**config.mk**
```make
export PLATFORM = sky130hd
export DESIGN_NAME = string_hash_arx_prefix_tail_unit_flat
export DESIGN_NICKNAME = d
export VERILOG_FILES = /design/src/hdl/shapt_pkg.sv /design/src/hdl/shapt_ifs.sv /design/src/hdl/shapt_dp.sv /design/src/hdl/shapt_ctrl.sv /design/src/hdl/string_hash_arx_prefix_tail_unit.sv /design/src/flat_wrapper.sv
export SDC_FILE = /design/constraint.sdc
export NUM_CORES = 1
export LEC_CHECK = 0
export BUFFER_PORTS_ARGS = -buffer_cell sky130_fd_sc_hd__buf_2
export CORE_AREA = 2 2 232 234
export CTS_CLUSTER_DIAMETER = 60
export DETAILED_ROUTE_END_ITERATION = 8
export DIE_AREA = 0 0 234 236
export MAX_ROUTING_LAYER = met4
export PLACE_DENSITY = 0.85
export SYNTH_ARGS = -nofsm -noshare
export SYNTH_HDL_FRONTEND = slang
export SYNTH_HIERARCHICAL = 1
export SYNTH_SLANG_ARGS = --single-unit
```
**constraint.sdc**
```tcl
create_clock -name clk_i -period 11.4 [get_ports clk_i]
set_input_delay 1.14 -clock clk_i [delete_from_list [all_inputs] [get_ports clk_i]]
set_output_delay 1.14 -clock clk_i [all_outputs]
set_load 0.05 [all_outputs]
```
**src/hdl/shapt_pkg.sv**
```systemverilog
// Shared types, constants and helpers of the string hash unit.
// No dependencies; imported by shapt_dp, shapt_ctrl, the top level and the simulation files.
package shapt_pkg;

  // Rotation amounts of the add-rotate-xor mix (all rotate right).
  localparam int unsigned ROT_A = 14;
  localparam int unsigned ROT_B = 11;
  localparam int unsigned ROT_H = 25;

  // Chunk and tail geometry.
  localparam int unsigned CHUNK_BYTES = 12;
  localparam int unsigned TAIL_DEPTH  = 31;
  localparam logic [31:0] PREFIX_MIN  = 32'd32;
  localparam logic [3:0]  CHUNK_LAST  = 4'(CHUNK_BYTES - 1);
  localparam logic [4:0]  TAIL_FULL   = 5'(TAIL_DEPTH);

  // Shift amounts of the tail fold.
  localparam int unsigned FOLD_SHL = 5;
  localparam int unsigned FOLD_SHR = 2;

  // Steps of the chunk absorb sequence.
  typedef enum logic [1:0] {
    AB_ADD,
    AB_MIX_A,
    AB_MIX_B,
    AB_MIX_H
  } absorb_step_e;

  // Commands from the controller to the datapath.
  typedef struct packed {
    logic         take;       // input request accepted this cycle
    logic         absorb;     // run one absorb step
    absorb_step_e step;       // which absorb step
    logic         fold;       // fold one tail byte into h
    logic         emit_zero;  // load the result register with zero
    logic         emit_h;     // load the result register with h
  } cmd_t;

  // Status from the datapath to the controller, about the offered request.
  typedef struct packed {
    logic empty;       // start of an empty string
    logic ignore;      // byte outside any string
    logic chunk_done;  // byte completes a 12-byte chunk
    logic last;        // byte is the last of its string
    logic tail_empty;  // no tail bytes left to fold
  } sts_t;

  // Rotate right by a constant amount.
  function automatic logic [31:0] rotr32(input logic [31:0] x, input int unsigned s);
    logic [63:0] dbl;
    dbl = {x, x} >> s;
    return dbl[31:0];
  endfunction

endpackage

```
**src/hdl/shapt_ifs.sv**
```systemverilog
// Handshake channels of the string hash unit: request and result.
// No dependencies.
interface shapt_in_if;
  logic        valid;
  logic        ready;
  logic [7:0]  data_byte;
  logic [31:0] string_length;
  logic        start_of_string;

  modport source (output valid, data_byte, string_length, start_of_string, input ready);
  modport sink   (input valid, data_byte, string_length, start_of_string, output ready);
endinterface

interface shapt_out_if;
  logic        valid;
  logic        ready;
  logic [31:0] hash_value;

  modport source (output valid, hash_value, input ready);
  modport sink   (input valid, hash_value, output ready);
endinterface

```
**src/hdl/shapt_dp.sv**
```systemverilog
// Datapath of the string hash unit: mix state, byte stores, result register.
// Depends on shapt_pkg; driven by commands from shapt_ctrl.
module shapt_dp
  import shapt_pkg::*;
(
  input  logic        clk_i,
  input  logic        rst_ni,
  input  cmd_t        cmd_i,
  input  logic [7:0]  data_byte_i,
  input  logic [31:0] string_length_i,
  input  logic        start_of_string_i,
  output sts_t        sts_o,
  output logic [31:0] hash_o
);

  logic [31:0] a_q, a_d, b_q, b_d, h_q, h_d;
  logic [31:0] rem_q, rem_d;
  logic [3:0]  pos_q, pos_d;
  logic [4:0]  tc_q, tc_d;
  logic        in_string_q, in_string_d;
  logic [31:0] hash_q;

  logic [7:0]  chunk_q [CHUNK_BYTES];
  logic [7:0]  tail_q  [TAIL_DEPTH];

  logic [3:0]  pos_eff;
  logic [4:0]  tc_eff;
  logic [31:0] rem_eff;
  logic        empty, ignore, active, to_chunk, chunk_done, last;
  logic [31:0] w0, w1, w2;
  logic [7:0]  tail_rd;
  logic [4:0]  tail_idx;

  // A start request restarts the counters before the byte is placed.
  assign pos_eff    = start_of_string_i ? 4'd0 : pos_q;
  assign tc_eff     = start_of_string_i ? 5'd0 : tc_q;
  assign rem_eff    = start_of_string_i ? string_length_i : rem_q;
  assign empty      = start_of_string_i && (string_length_i == 32'd0);
  assign ignore     = !start_of_string_i && !in_string_q;
  assign active     = !ignore && !empty;
  assign to_chunk   = (pos_eff != 4'd0) || ((tc_eff == 5'd0) && (rem_eff >= PREFIX_MIN));
  assign chunk_done = to_chunk && (pos_eff == CHUNK_LAST);
  assign last       = (rem_eff == 32'd1);

  assign sts_o.empty      = empty;
  assign sts_o.ignore     = ignore;
  assign sts_o.chunk_done = chunk_done;
  assign sts_o.last       = last;
  assign sts_o.tail_empty = (tc_q == 5'd0);

  // Little-endian words of the stored chunk.
  assign w0 = {chunk_q[3], chunk_q[2], chunk_q[1], chunk_q[0]};
  assign w1 = {chunk_q[7], chunk_q[6], chunk_q[5], chunk_q[4]};
  assign w2 = {chunk_q[11], chunk_q[10], chunk_q[9], chunk_q[8]};

  // The fold walks the tail from its last byte back to the first.
  assign tail_idx = tc_q - 5'd1;
  assign tail_rd  = tail_q[tail_idx];

  // Next values of the mix state and counters.
  always_comb begin
    a_d         = a_q;
    b_d         = b_q;
    h_d         = h_q;
    rem_d       = rem_q;
    pos_d       = pos_q;
    tc_d        = tc_q;
    in_string_d = in_string_q;

    if (cmd_i.take) begin
      if (start_of_string_i) begin
        a_d         = 32'd0;
        b_d         = 32'd0;
        h_d         = string_length_i;
        in_string_d = (string_length_i != 32'd0);
      end
      pos_d = pos_eff;
      tc_d  = tc_eff;
      rem_d = rem_eff;
      if (active) begin
        if (to_chunk) begin
          pos_d = chunk_done ? 4'd0 : pos_eff + 4'd1;
        end else if (tc_eff < TAIL_FULL) begin
          tc_d = tc_eff + 5'd1;
        end
        rem_d = rem_eff - 32'd1;
        if (last) begin
          in_string_d = 1'b0;
        end
      end
    end

    // One add or one add-rotate-xor step per cycle.
    if (cmd_i.absorb) begin
      case (cmd_i.step)
        AB_ADD: begin
          a_d = a_q + w0;
          b_d = b_q + w1;
          h_d = h_q + w2;
        end
        AB_MIX_A: a_d = (a_q ^ h_q) - rotr32(h_q, ROT_A);
        AB_MIX_B: b_d = (b_q ^ a_q) - rotr32(a_q, ROT_B);
        AB_MIX_H: h_d = (h_q ^ b_q) - rotr32(b_q, ROT_H);
        default: ;
      endcase
    end

    if (cmd_i.fold) begin
      h_d  = h_q ^ ((h_q << FOLD_SHL) + (h_q >> FOLD_SHR) + {24'd0, tail_rd});
      tc_d = tc_q - 5'd1;
    end
  end

  // Control state.
  always_ff @(posedge clk_i or negedge rst_ni) begin
    if (!rst_ni) begin
      a_q         <= 32'd0;
      b_q         <= 32'd0;
      h_q         <= 32'd0;
      rem_q       <= 32'd0;
      pos_q       <= 4'd0;
      tc_q        <= 5'd0;
      in_string_q <= 1'b0;
    end else begin
      a_q         <= a_d;
      b_q         <= b_d;
      h_q         <= h_d;
      rem_q       <= rem_d;
      pos_q       <= pos_d;
      tc_q        <= tc_d;
      in_string_q <= in_string_d;
    end
  end

  // Byte stores and result register carry no reset.
  always_ff @(posedge clk_i) begin
    if (cmd_i.take && active) begin
      if (to_chunk) begin
        chunk_q[pos_eff] <= data_byte_i;
      end else if (tc_eff < TAIL_FULL) begin
        tail_q[tc_eff] <= data_byte_i;
      end
    end
    if (cmd_i.emit_zero) begin
      hash_q <= 32'd0;
    end else if (cmd_i.emit_h) begin
      hash_q <= h_q;
    end
  end

  assign hash_o = hash_q;

endmodule

```
**src/hdl/shapt_ctrl.sv**
```systemverilog
// Controller of the string hash unit: request intake, absorb sequence, tail fold.
// Depends on shapt_pkg; issues commands to shapt_dp and owns the result valid.
module shapt_ctrl
  import shapt_pkg::*;
(
  input  logic clk_i,
  input  logic rst_ni,
  input  logic in_valid_i,
  output logic in_ready_o,
  output logic out_valid_o,
  input  logic out_ready_i,
  input  sts_t sts_i,
  output cmd_t cmd_o
);

  typedef enum logic [1:0] {
    ST_RUN,
    ST_ABSORB,
    ST_FOLD
  } state_e;

  state_e       state_q, state_d;
  absorb_step_e step_q, step_d;
  logic         pend_last_q, pend_last_d;
  logic         out_valid_q, out_valid_d;
  logic         accept;

  // Take a request only when the result slot is free or freeing.
  assign in_ready_o = (state_q == ST_RUN) && (!out_valid_q || out_ready_i);
  assign accept     = in_valid_i && in_ready_o;

  // Next state and commands.
  always_comb begin
    state_d     = state_q;
    step_d      = step_q;
    pend_last_d = pend_last_q;
    cmd_o       = '0;
    cmd_o.step  = step_q;

    unique case (state_q)
      ST_RUN: begin
        if (accept) begin
          cmd_o.take = 1'b1;
          if (sts_i.empty) begin
            cmd_o.emit_zero = 1'b1;
          end else if (!sts_i.ignore) begin
            if (sts_i.chunk_done) begin
              state_d     = ST_ABSORB;
              step_d      = AB_ADD;
              pend_last_d = sts_i.last;
            end else if (sts_i.last) begin
              state_d = ST_FOLD;
            end
          end
        end
      end
      ST_ABSORB: begin
        cmd_o.absorb = 1'b1;
        unique case (step_q)
          AB_ADD:   step_d = AB_MIX_A;
          AB_MIX_A: step_d = AB_MIX_B;
          AB_MIX_B: step_d = AB_MIX_H;
          AB_MIX_H: state_d = pend_last_q ? ST_FOLD : ST_RUN;
          default:  state_d = ST_RUN;
        endcase
      end
      ST_FOLD: begin
        if (sts_i.tail_empty) begin
          cmd_o.emit_h = 1'b1;
          state_d      = ST_RUN;
        end else begin
          cmd_o.fold = 1'b1;
        end
      end
      default: state_d = ST_RUN;
    endcase

    out_valid_d = (cmd_o.emit_zero || cmd_o.emit_h) ? 1'b1 : (out_valid_q && !out_ready_i);
  end

  // State and registered outputs.
  always_ff @(posedge clk_i or negedge rst_ni) begin
    if (!rst_ni) begin
      state_q     <= ST_RUN;
      step_q      <= AB_ADD;
      pend_last_q <= 1'b0;
      out_valid_q <= 1'b0;
    end else begin
      state_q     <= state_d;
      step_q      <= step_d;
      pend_last_q <= pend_last_d;
      out_valid_q <= out_valid_d;
    end
  end

  assign out_valid_o = out_valid_q;

endmodule

```
**src/hdl/string_hash_arx_prefix_tail_unit.sv**
```systemverilog
// Top level of the string hash unit: one byte per request, one hash per completed string.
// Depends on shapt_pkg, shapt_ifs, shapt_ctrl and shapt_dp.
// Throughput: one byte per cycle; ARX mixing after the twelfth byte of a chunk, the tail
// fold and a stalled result hold intake off. After the last byte the tail bytes (0 to 31)
// are folded into h and h is loaded as the result; an empty string loads zero when taken.
// Reset: asynchronous, active low; clears mix state and control, byte stores keep garbage.
module string_hash_arx_prefix_tail_unit
  import shapt_pkg::*;
(
  input  logic           clk_i,
  input  logic           rst_ni,
  shapt_in_if.sink       req_i,
  shapt_out_if.source    res_o
);

  cmd_t cmd;
  sts_t sts;

  // Sequencing of intake, absorb and fold.
  shapt_ctrl u_ctrl (
    .clk_i       (clk_i),
    .rst_ni      (rst_ni),
    .in_valid_i  (req_i.valid),
    .in_ready_o  (req_i.ready),
    .out_valid_o (res_o.valid),
    .out_ready_i (res_o.ready),
    .sts_i       (sts),
    .cmd_o       (cmd)
  );

  // Mix state, byte stores and result register.
  shapt_dp u_dp (
    .clk_i             (clk_i),
    .rst_ni            (rst_ni),
    .cmd_i             (cmd),
    .data_byte_i       (req_i.data_byte),
    .string_length_i   (req_i.string_length),
    .start_of_string_i (req_i.start_of_string),
    .sts_o             (sts),
    .hash_o            (res_o.hash_value)
  );

endmodule

```
**src/flat_wrapper.sv**
```systemverilog
// flat-port wrapper written by rule: the top's interface ports become plain ports
module string_hash_arx_prefix_tail_unit_flat import shapt_pkg::*;
  (clk_i, rst_ni, req_i_valid, req_i_data_byte, req_i_string_length, req_i_start_of_string, req_i_ready, res_o_valid, res_o_hash_value, res_o_ready);
  shapt_in_if req_i_i ();
  shapt_out_if res_o_i ();
  input  logic clk_i;
  input  logic rst_ni;
  input wire logic [$bits(req_i_i.valid)-1:0] req_i_valid;
  input wire logic [$bits(req_i_i.data_byte)-1:0] req_i_data_byte;
  input wire logic [$bits(req_i_i.string_length)-1:0] req_i_string_length;
  input wire logic [$bits(req_i_i.start_of_string)-1:0] req_i_start_of_string;
  output wire logic [$bits(req_i_i.ready)-1:0] req_i_ready;
  output wire logic [$bits(res_o_i.valid)-1:0] res_o_valid;
  output wire logic [$bits(res_o_i.hash_value)-1:0] res_o_hash_value;
  input wire logic [$bits(res_o_i.ready)-1:0] res_o_ready;
  assign req_i_i.valid = req_i_valid;
  assign req_i_i.data_byte = req_i_data_byte;
  assign req_i_i.string_length = req_i_string_length;
  assign req_i_i.start_of_string = req_i_start_of_string;
  assign req_i_ready = req_i_i.ready;
  assign res_o_valid = res_o_i.valid;
  assign res_o_hash_value = res_o_i.hash_value;
  assign res_o_i.ready = res_o_ready;
  string_hash_arx_prefix_tail_unit u_core (.clk_i(clk_i), .rst_ni(rst_ni), .req_i(req_i_i), .res_o(res_o_i));
endmodule
```
## Word level (Yosys, flattened, before mapping)

Memories as Yosys holds them, arrays and structs flattened.
Cells that the tools add are included.

| storage, ports and cells | value |
|---|---|
| flip-flop bits (word level) | 176 |
| memory bits (writable) | 344 |
| input port bits | 45 |
| output and inout bits | 34 |
| word-level logic and storage cells | 140 |
| memories kept | 2 |

Memory list:

| name | depth | width | read ports | clocked after memory_dff | wr ports | line | RTL |
|---|---|---|---|---|---|---|---|
| u_core.u_dp.tail_q | 31 | 8 | 1 | 0 | 1 | shapt_dp.sv:24 | `logic [7:0] tail_q [TAIL_DEPTH];` |
| u_core.u_dp.chunk_q | 12 | 8 | 12 | 0 | 1 | shapt_dp.sv:23 | `logic [7:0] chunk_q [CHUNK_BYTES];` |

| operators by class | value |
|---|---|
| add/sub/neg operators | 12 |
| $lt $le $gt $ge | 2 |
| equal/unequal tests | 15 |
| mux-type cells | 61 |
| bitwise logic cells | 6 |
| reduce and logical (&&, ||, !) cells | 30 |

Operator list:

| kind | number |
|---|---|
| $mux 32 | 12 |
| $pmux 32 s2 | 3 |
| $xor 32x32->32 | 4 |
| $add 32x32->32 | 3 |
| $sub 32x32->32 | 3 |
| $add 32x30->32 | 1 |
| $add 32x8->32 | 1 |
| $eq 32x1->1 const B | 1 |
| $ge 32x6->1 const B | 1 |
| $logic_not 32->1 | 1 |
| $reduce_bool 32->1 | 1 |
| $sub 32x1->32 const B | 1 |
| $mux 5 | 6 |
| $mux 2 | 12 |
| $mux 1 | 21 |
| $mux 4 | 4 |
| $pmux 2 s3 | 2 |
| $reduce_and 6->1 | 2 |
| $logic_not 5->1 | 2 |
| $logic_and 1x1->1 | 9 |
| $ne 2x2->1 const B | 4 |
| $eq 2x2->1 const B | 3 |
| $logic_not 1->1 | 6 |
| $add 5x1->5 const B | 1 |
| 15 further kinds | 22 |

## Longest topological paths before layout

| logic depth | value |
|---|---|
| depth after elaboration | 10 |
| gate-level depth with buffers | 24 |

## Modules after synthesis

The synthesis kept the hierarchy.

Modules (own cells, without submodules):

| module | times used | cells an instance | area an instance (sq um) | seq. area each (sq um) |
|---|---|---|---|---|
| shapt_dp | 1 | 3384 | 34946.0 | 14423.8 |
| shapt_ctrl | 1 | 49 | 442.9 | 150.1 |

## Least setup slack after synthesis

OpenSTA, ideal clock, no wires.

| path | value |
|---|---|
| path type | register -> register |
| start point | reg u_core.u_dp.tc_q[0] |
| end point | reg u_core.u_dp.h_q[28] |
| library setup time | 0.121 ns |
| arrival | 5.740 ns |
| data required time | 11.279 ns |
| setup slack | 5.539 ns |
| cell stages (with the launch flop) | 21 |
| buffers on the path | 3 |
| period minus slack after synthesis | 5.861 ns |
| path through | dfrtp_1 > clkbuf_1 > buf_2 > inv_1 > ha_1 > xnor2_1 > buf_2 > mux4_2 > mux2_2 > fa_1 > ha_1 > a2111oi_0 > o21ai_1 > a41oi_2 > o21ai_2 > a2111oi_2 > nor3_1 > a2111oi_2 > o21bai_1 > xnor2_1 > a22o_1 |

| between the ends | value |
|---|---|
| word-level cells in the longest chain between the ends | 5 |

Ends and longest elaborated chain:

| item | line | RTL |
|---|---|---|
| start, declared | shapt_dp.sv:19 | `logic [4:0] tc_q, tc_d;` |
| start signal, assigned | shapt_dp.sv:130 | `tc_q <= tc_d;` |
| $sub 5x1->5 | shapt_dp.sv:57 | `assign tail_idx = tc_q - 5'd1;` |
| $mem_v2 31x8 | - |  |
| $add 32x8->32 | shapt_dp.sv:109 | `h_d = h_q ^ ((h_q << FOLD_SHL) + (h_q >> FOLD_SHR) + {24'd0, tail_rd});` |
| $xor 32x32->32 | shapt_dp.sv:109 |  |
| $mux 32 (*) | shapt_dp.sv:108 | `if (cmd_i.fold) begin` |
| via u_core.u_dp.h_d[28] | shapt_dp.sv:16 | `logic [31:0] a_q, a_d, b_q, b_d, h_q, h_d;` |
| end signal, assigned | shapt_dp.sv:119 | `h_q <= 32'd0;` |
| end signal, assigned | shapt_dp.sv:127 | `h_q <= h_d;` |
| end, declared | shapt_dp.sv:16 |  |

The timed path passes the listed nets; every way through them passes the cells marked *.
A chain may end at the register's enable or synchronous reset.

## Worst setup path in the final report

| path | value |
|---|---|
| start point | reg u_core.u_dp.tc_q[0] |
| end point | reg u_core.u_dp.h_q[29] |

Same word-level chain as after synthesis.

==> results.md <==
- Area grow syn2layout: 8.58%
- Register area share after synthesis: 41.2%
- Post-DP HPWL: 82,100 µm
- Final WL: 119,000 µm
- RSZ-0062 raised after global routing: no
- Die W: 234 µm
- Final cell count without fillers: 4,205
- DR vias/cell: 7.08
- DP Area: 36,400 µm²
- Core ar.: 53,100 µm²
- DRT Pass-1 Iters: 9
- CP Max Fanout: 73
- Failing checks: design-rule violations
- CP max-delay cell: buf_4
- TritonCTS Buffers: 57
- Flop pwr share: 30.5%
- WL/cell: 28.2 µm
- Min-Delay Path Class: reg -> reg
- Largest net degree at the start of global routing: 85
- Max-capacitance violation count: 0
- Initial DRC Count: 3,786
- Clk_lat worst skew: 0.65 ns
- Gate power share: 41.8%
- PostCTS Resize Cnt: 0
- Max Clock Skew: 0.0262 ns
- Max Slew Vio Count: 0
- RePlAce Congestion: 1.04
- Max stage delay on crit path: 0.71 ns
- Clock-pin slew on the worst setup and hold paths: 0.06 ns
- Final setup fails: 0
- Status: complete, but fails checks
- CTS Buffer Depth: 3
- Yosys top cell by area: edfxtp_1
- Synthesized area: 35,400 µm²
- Fin crit period: 6.82 ns
- Die area: 55,200 µm²
- Critical Path RT: 11.93 ns
- Period utilization: 59.8%
- Most frequent cell after synthesis: edfxtp_1
- Share of layout cells above drive strength 1: 10.6%
- Syn nets: 3,749
- Gr ovfl total: 0
- Yosys warns: 6
- Vias: 29.8k
- Number of global-route vias before repair: 28.8k
- Worst-Margin Slew: 1.29 ns
- Starting Density: 66.7%
- Post-synth top cells: edfxtp_1 (344), ha_1 (261), nand2_1 (250), nor2_1 (244), a21oi_1 (223)
- P_sw: 0.00271 W
- PortBufs: 78
- Cell variety after synth: 110
- Final Hold Viols: 0
- Critical path, cell by cell: inv_1 > ha_2 > buf_4 > mux4_2 > mux4_2 > mux2_2 > ha_1 > ha_1 > fa_1 > a211oi_1 > o21ai_0 > a21oi_1 > o211a_1 > nor3_1 > a211o_1 > a41o_1 > xnor2_1 > o21ai_0 > a41oi_1
- Die Y: 236 µm
- Async set or reset register ratio after synthesis: 27.7%
- Post-CTS Setup Repair Bufs: 0
- Crit path capture type: flip-flop
- CTS H-tree depth: 2
- Prevailing post-synth register cell: edfxtp_1
- Total track usage: 44.3%
- Pwr per Cell Area: 189 nW/µm²
- Initial antenna violation count: 6
- Accumulated negative setup slack: 0 ns
- Clk sinks: 520
- Int Power: 0.00455 W
- Achievable Freq: 147 MHz
- Synth Area per Inst: 10.3 µm²
- EDFF count, synth: 344
- First-pass GRT wire length: 178,000 µm
- Layout Cell Area excl Fill: 38,400 µm²
- Overall Power: 0.00726 W
- CP Data Arrival Time: 7.35 ns
- Clk pwr share: 27.7%
- Critical path class: reg -> reg
- Io pins: 79
- DRC violations left: 20
- Switching part of the total power: 37.3%
- Largest cells by area after synthesis: edfxtp_1 (29%), dfrtp_1 (10%), ha_1 (9.2%), mux4_2 (4.6%), xor2_1 (4.3%)
- TritonCTS clock tree: done
- Max transition margin: 13.9%
- Root Buffer Master: clkbuf_16
- Hold-fix buffers, CTS: 0
- Startpoint Class: flip-flop
- Max rail drop VDD: 0.196 mV
- Fillers: 3,649
- LEAKAGE: 15.6 nW
- Top cell type's share of synthesized area: 29.2%
- Antenna-violating nets left: 0
- FP Rows: 85
- Number of synthesized register bits: 520
- Syn Inst Count: 3,433
- Placed insts: 4,095
- Nets: 3,774
[final timing paths]
path	to	slack (ns)	from	cells after the start
min in group asynchronous	u_core/u_dp/rem_q[20]	0.58	rst_ni	1
max in group asynchronous	u_core/u_dp/b_q[4]	9.30	rst_ni	2
setup / recovery	u_core/u_dp/h_q[29]	4.58	u_core/u_dp/tc_q[0]	19
hold / removal	u_core/u_dp/hash_o[22]	0.49	u_core/u_dp/hash_o[22]	2
setup reg to reg	u_core/u_dp/h_q[29]	4.58	u_core/u_dp/tc_q[0]	19
hold reg to reg	u_core/u_dp/hash_o[22]	0.49	u_core/u_dp/hash_o[22]	2
[worst max-delay path, delay by kind of cell (launching register included)]
kind                       cells  cell delay [ns]
muxes                          3             1.23
adders and majority gates      4             1.39
buffers and inverters          2             0.81
AOI/OAI and AO/OA              8             2.40
xor gates and xnor gates       1             0.14
and+or+nand+nor                1             0.11
DFF                            1             0.57
[power by group through the flow]
| stage | logic, W | registers [W] | clock network [W] |
|---|---|---|---|
| after global routing | 0.00322 | 0.00221 | 0.00209 |
| after floorplan | 0.00220 | 0.00216 | 0 |
| final | 0.00304 | 0.00221 | 0.00201 |
| after CTS | 0.00296 | 0.00221 | 0.00202 |
| after detailed placement | 0.00289 | 0.00224 | 0 |
| after global placement | 0.00280 | 0.00224 | 0 |
[state kept, by name (all words and copies together), names as in the netlist, 4 cells and up]
register,flops
u_core/u_dp/tail_q,248
u_core/u_dp/chunk_q,96
u_core/u_dp/a_q,32
u_core/u_dp/b_q,32
u_core/u_dp/h_q,32
u_core/u_dp/hash_o,32
u_core/u_dp/rem_q,32
u_core/u_dp/tc_q,5
u_core/u_dp/pos_q,4
[metal layers]
metal | vias up | share of wire (%) | track usage, % | wire length (µm)
li1 | 12800 | - | - | -
met1 | 14400 | 38 | 57.1 | 45300
met2 | 2115 | 45 | 66.2 | 53000
met3 | 442 | 10 | 8.43 | 12200
met4 | 0 | 6.8 | 24.2 | 8060
met5 | - | 0 | - | 0
[placed cells by master, fill, tap and decap left out, types with 37 or more instances in the layout]
master	instances
a21o_1	118
a21oi_1	223
a22oi_1	44
buf_2	76
buf_4	42
clkbuf_16	57
dfrtp_1	143
edfxtp_1	344
ha_1	259
inv_1	172
mux2i_1	66
mux4_2	72
nand2_1	250
nand2b_1	41
nand3_1	55
nor2_1	241
nor3_1	64
o211ai_1	37
o21ai_0	210
xnor2_1	162
xor2_1	173
[per-stage QoR]
stage	hold slack (ns)	setup WS [ns]	util, %
floorplan	0.465	5.54	-
global placement	0.466	5.08	68.5
detailed placement	0.478	4.85	68.5
CTS	0.493	4.70	72.4
global route	0.521	4.42	72.4
finish	0.487	4.58	72.4
[kinds of logic after synthesis]
kind of cell	share of synthesized area, %
AND/OR/NAND/NOR	11.6
buffers and inverters	3.67
XOR/XNOR	8.32
multiplexers	7.03
adder cells (fa/ha/maj)	9.79
flip-flops	41.2
AO/OA/AOI/OAI	18.4
[area by class of cell]
type	instances	area [µm²]	area share, %
multi-input cells	2585	19500	50.9
clock inverters	34	462	1.20
flip-flops and latches	520	14600	37.9
repair buffers	119	707	1.84
clock buffers	74	1600	4.16
inverters	175	657	1.71
well taps	696	871	2.27
diodes	2	5.00	0.0130
Note: power is estimated with default switching activity, not from simulation.
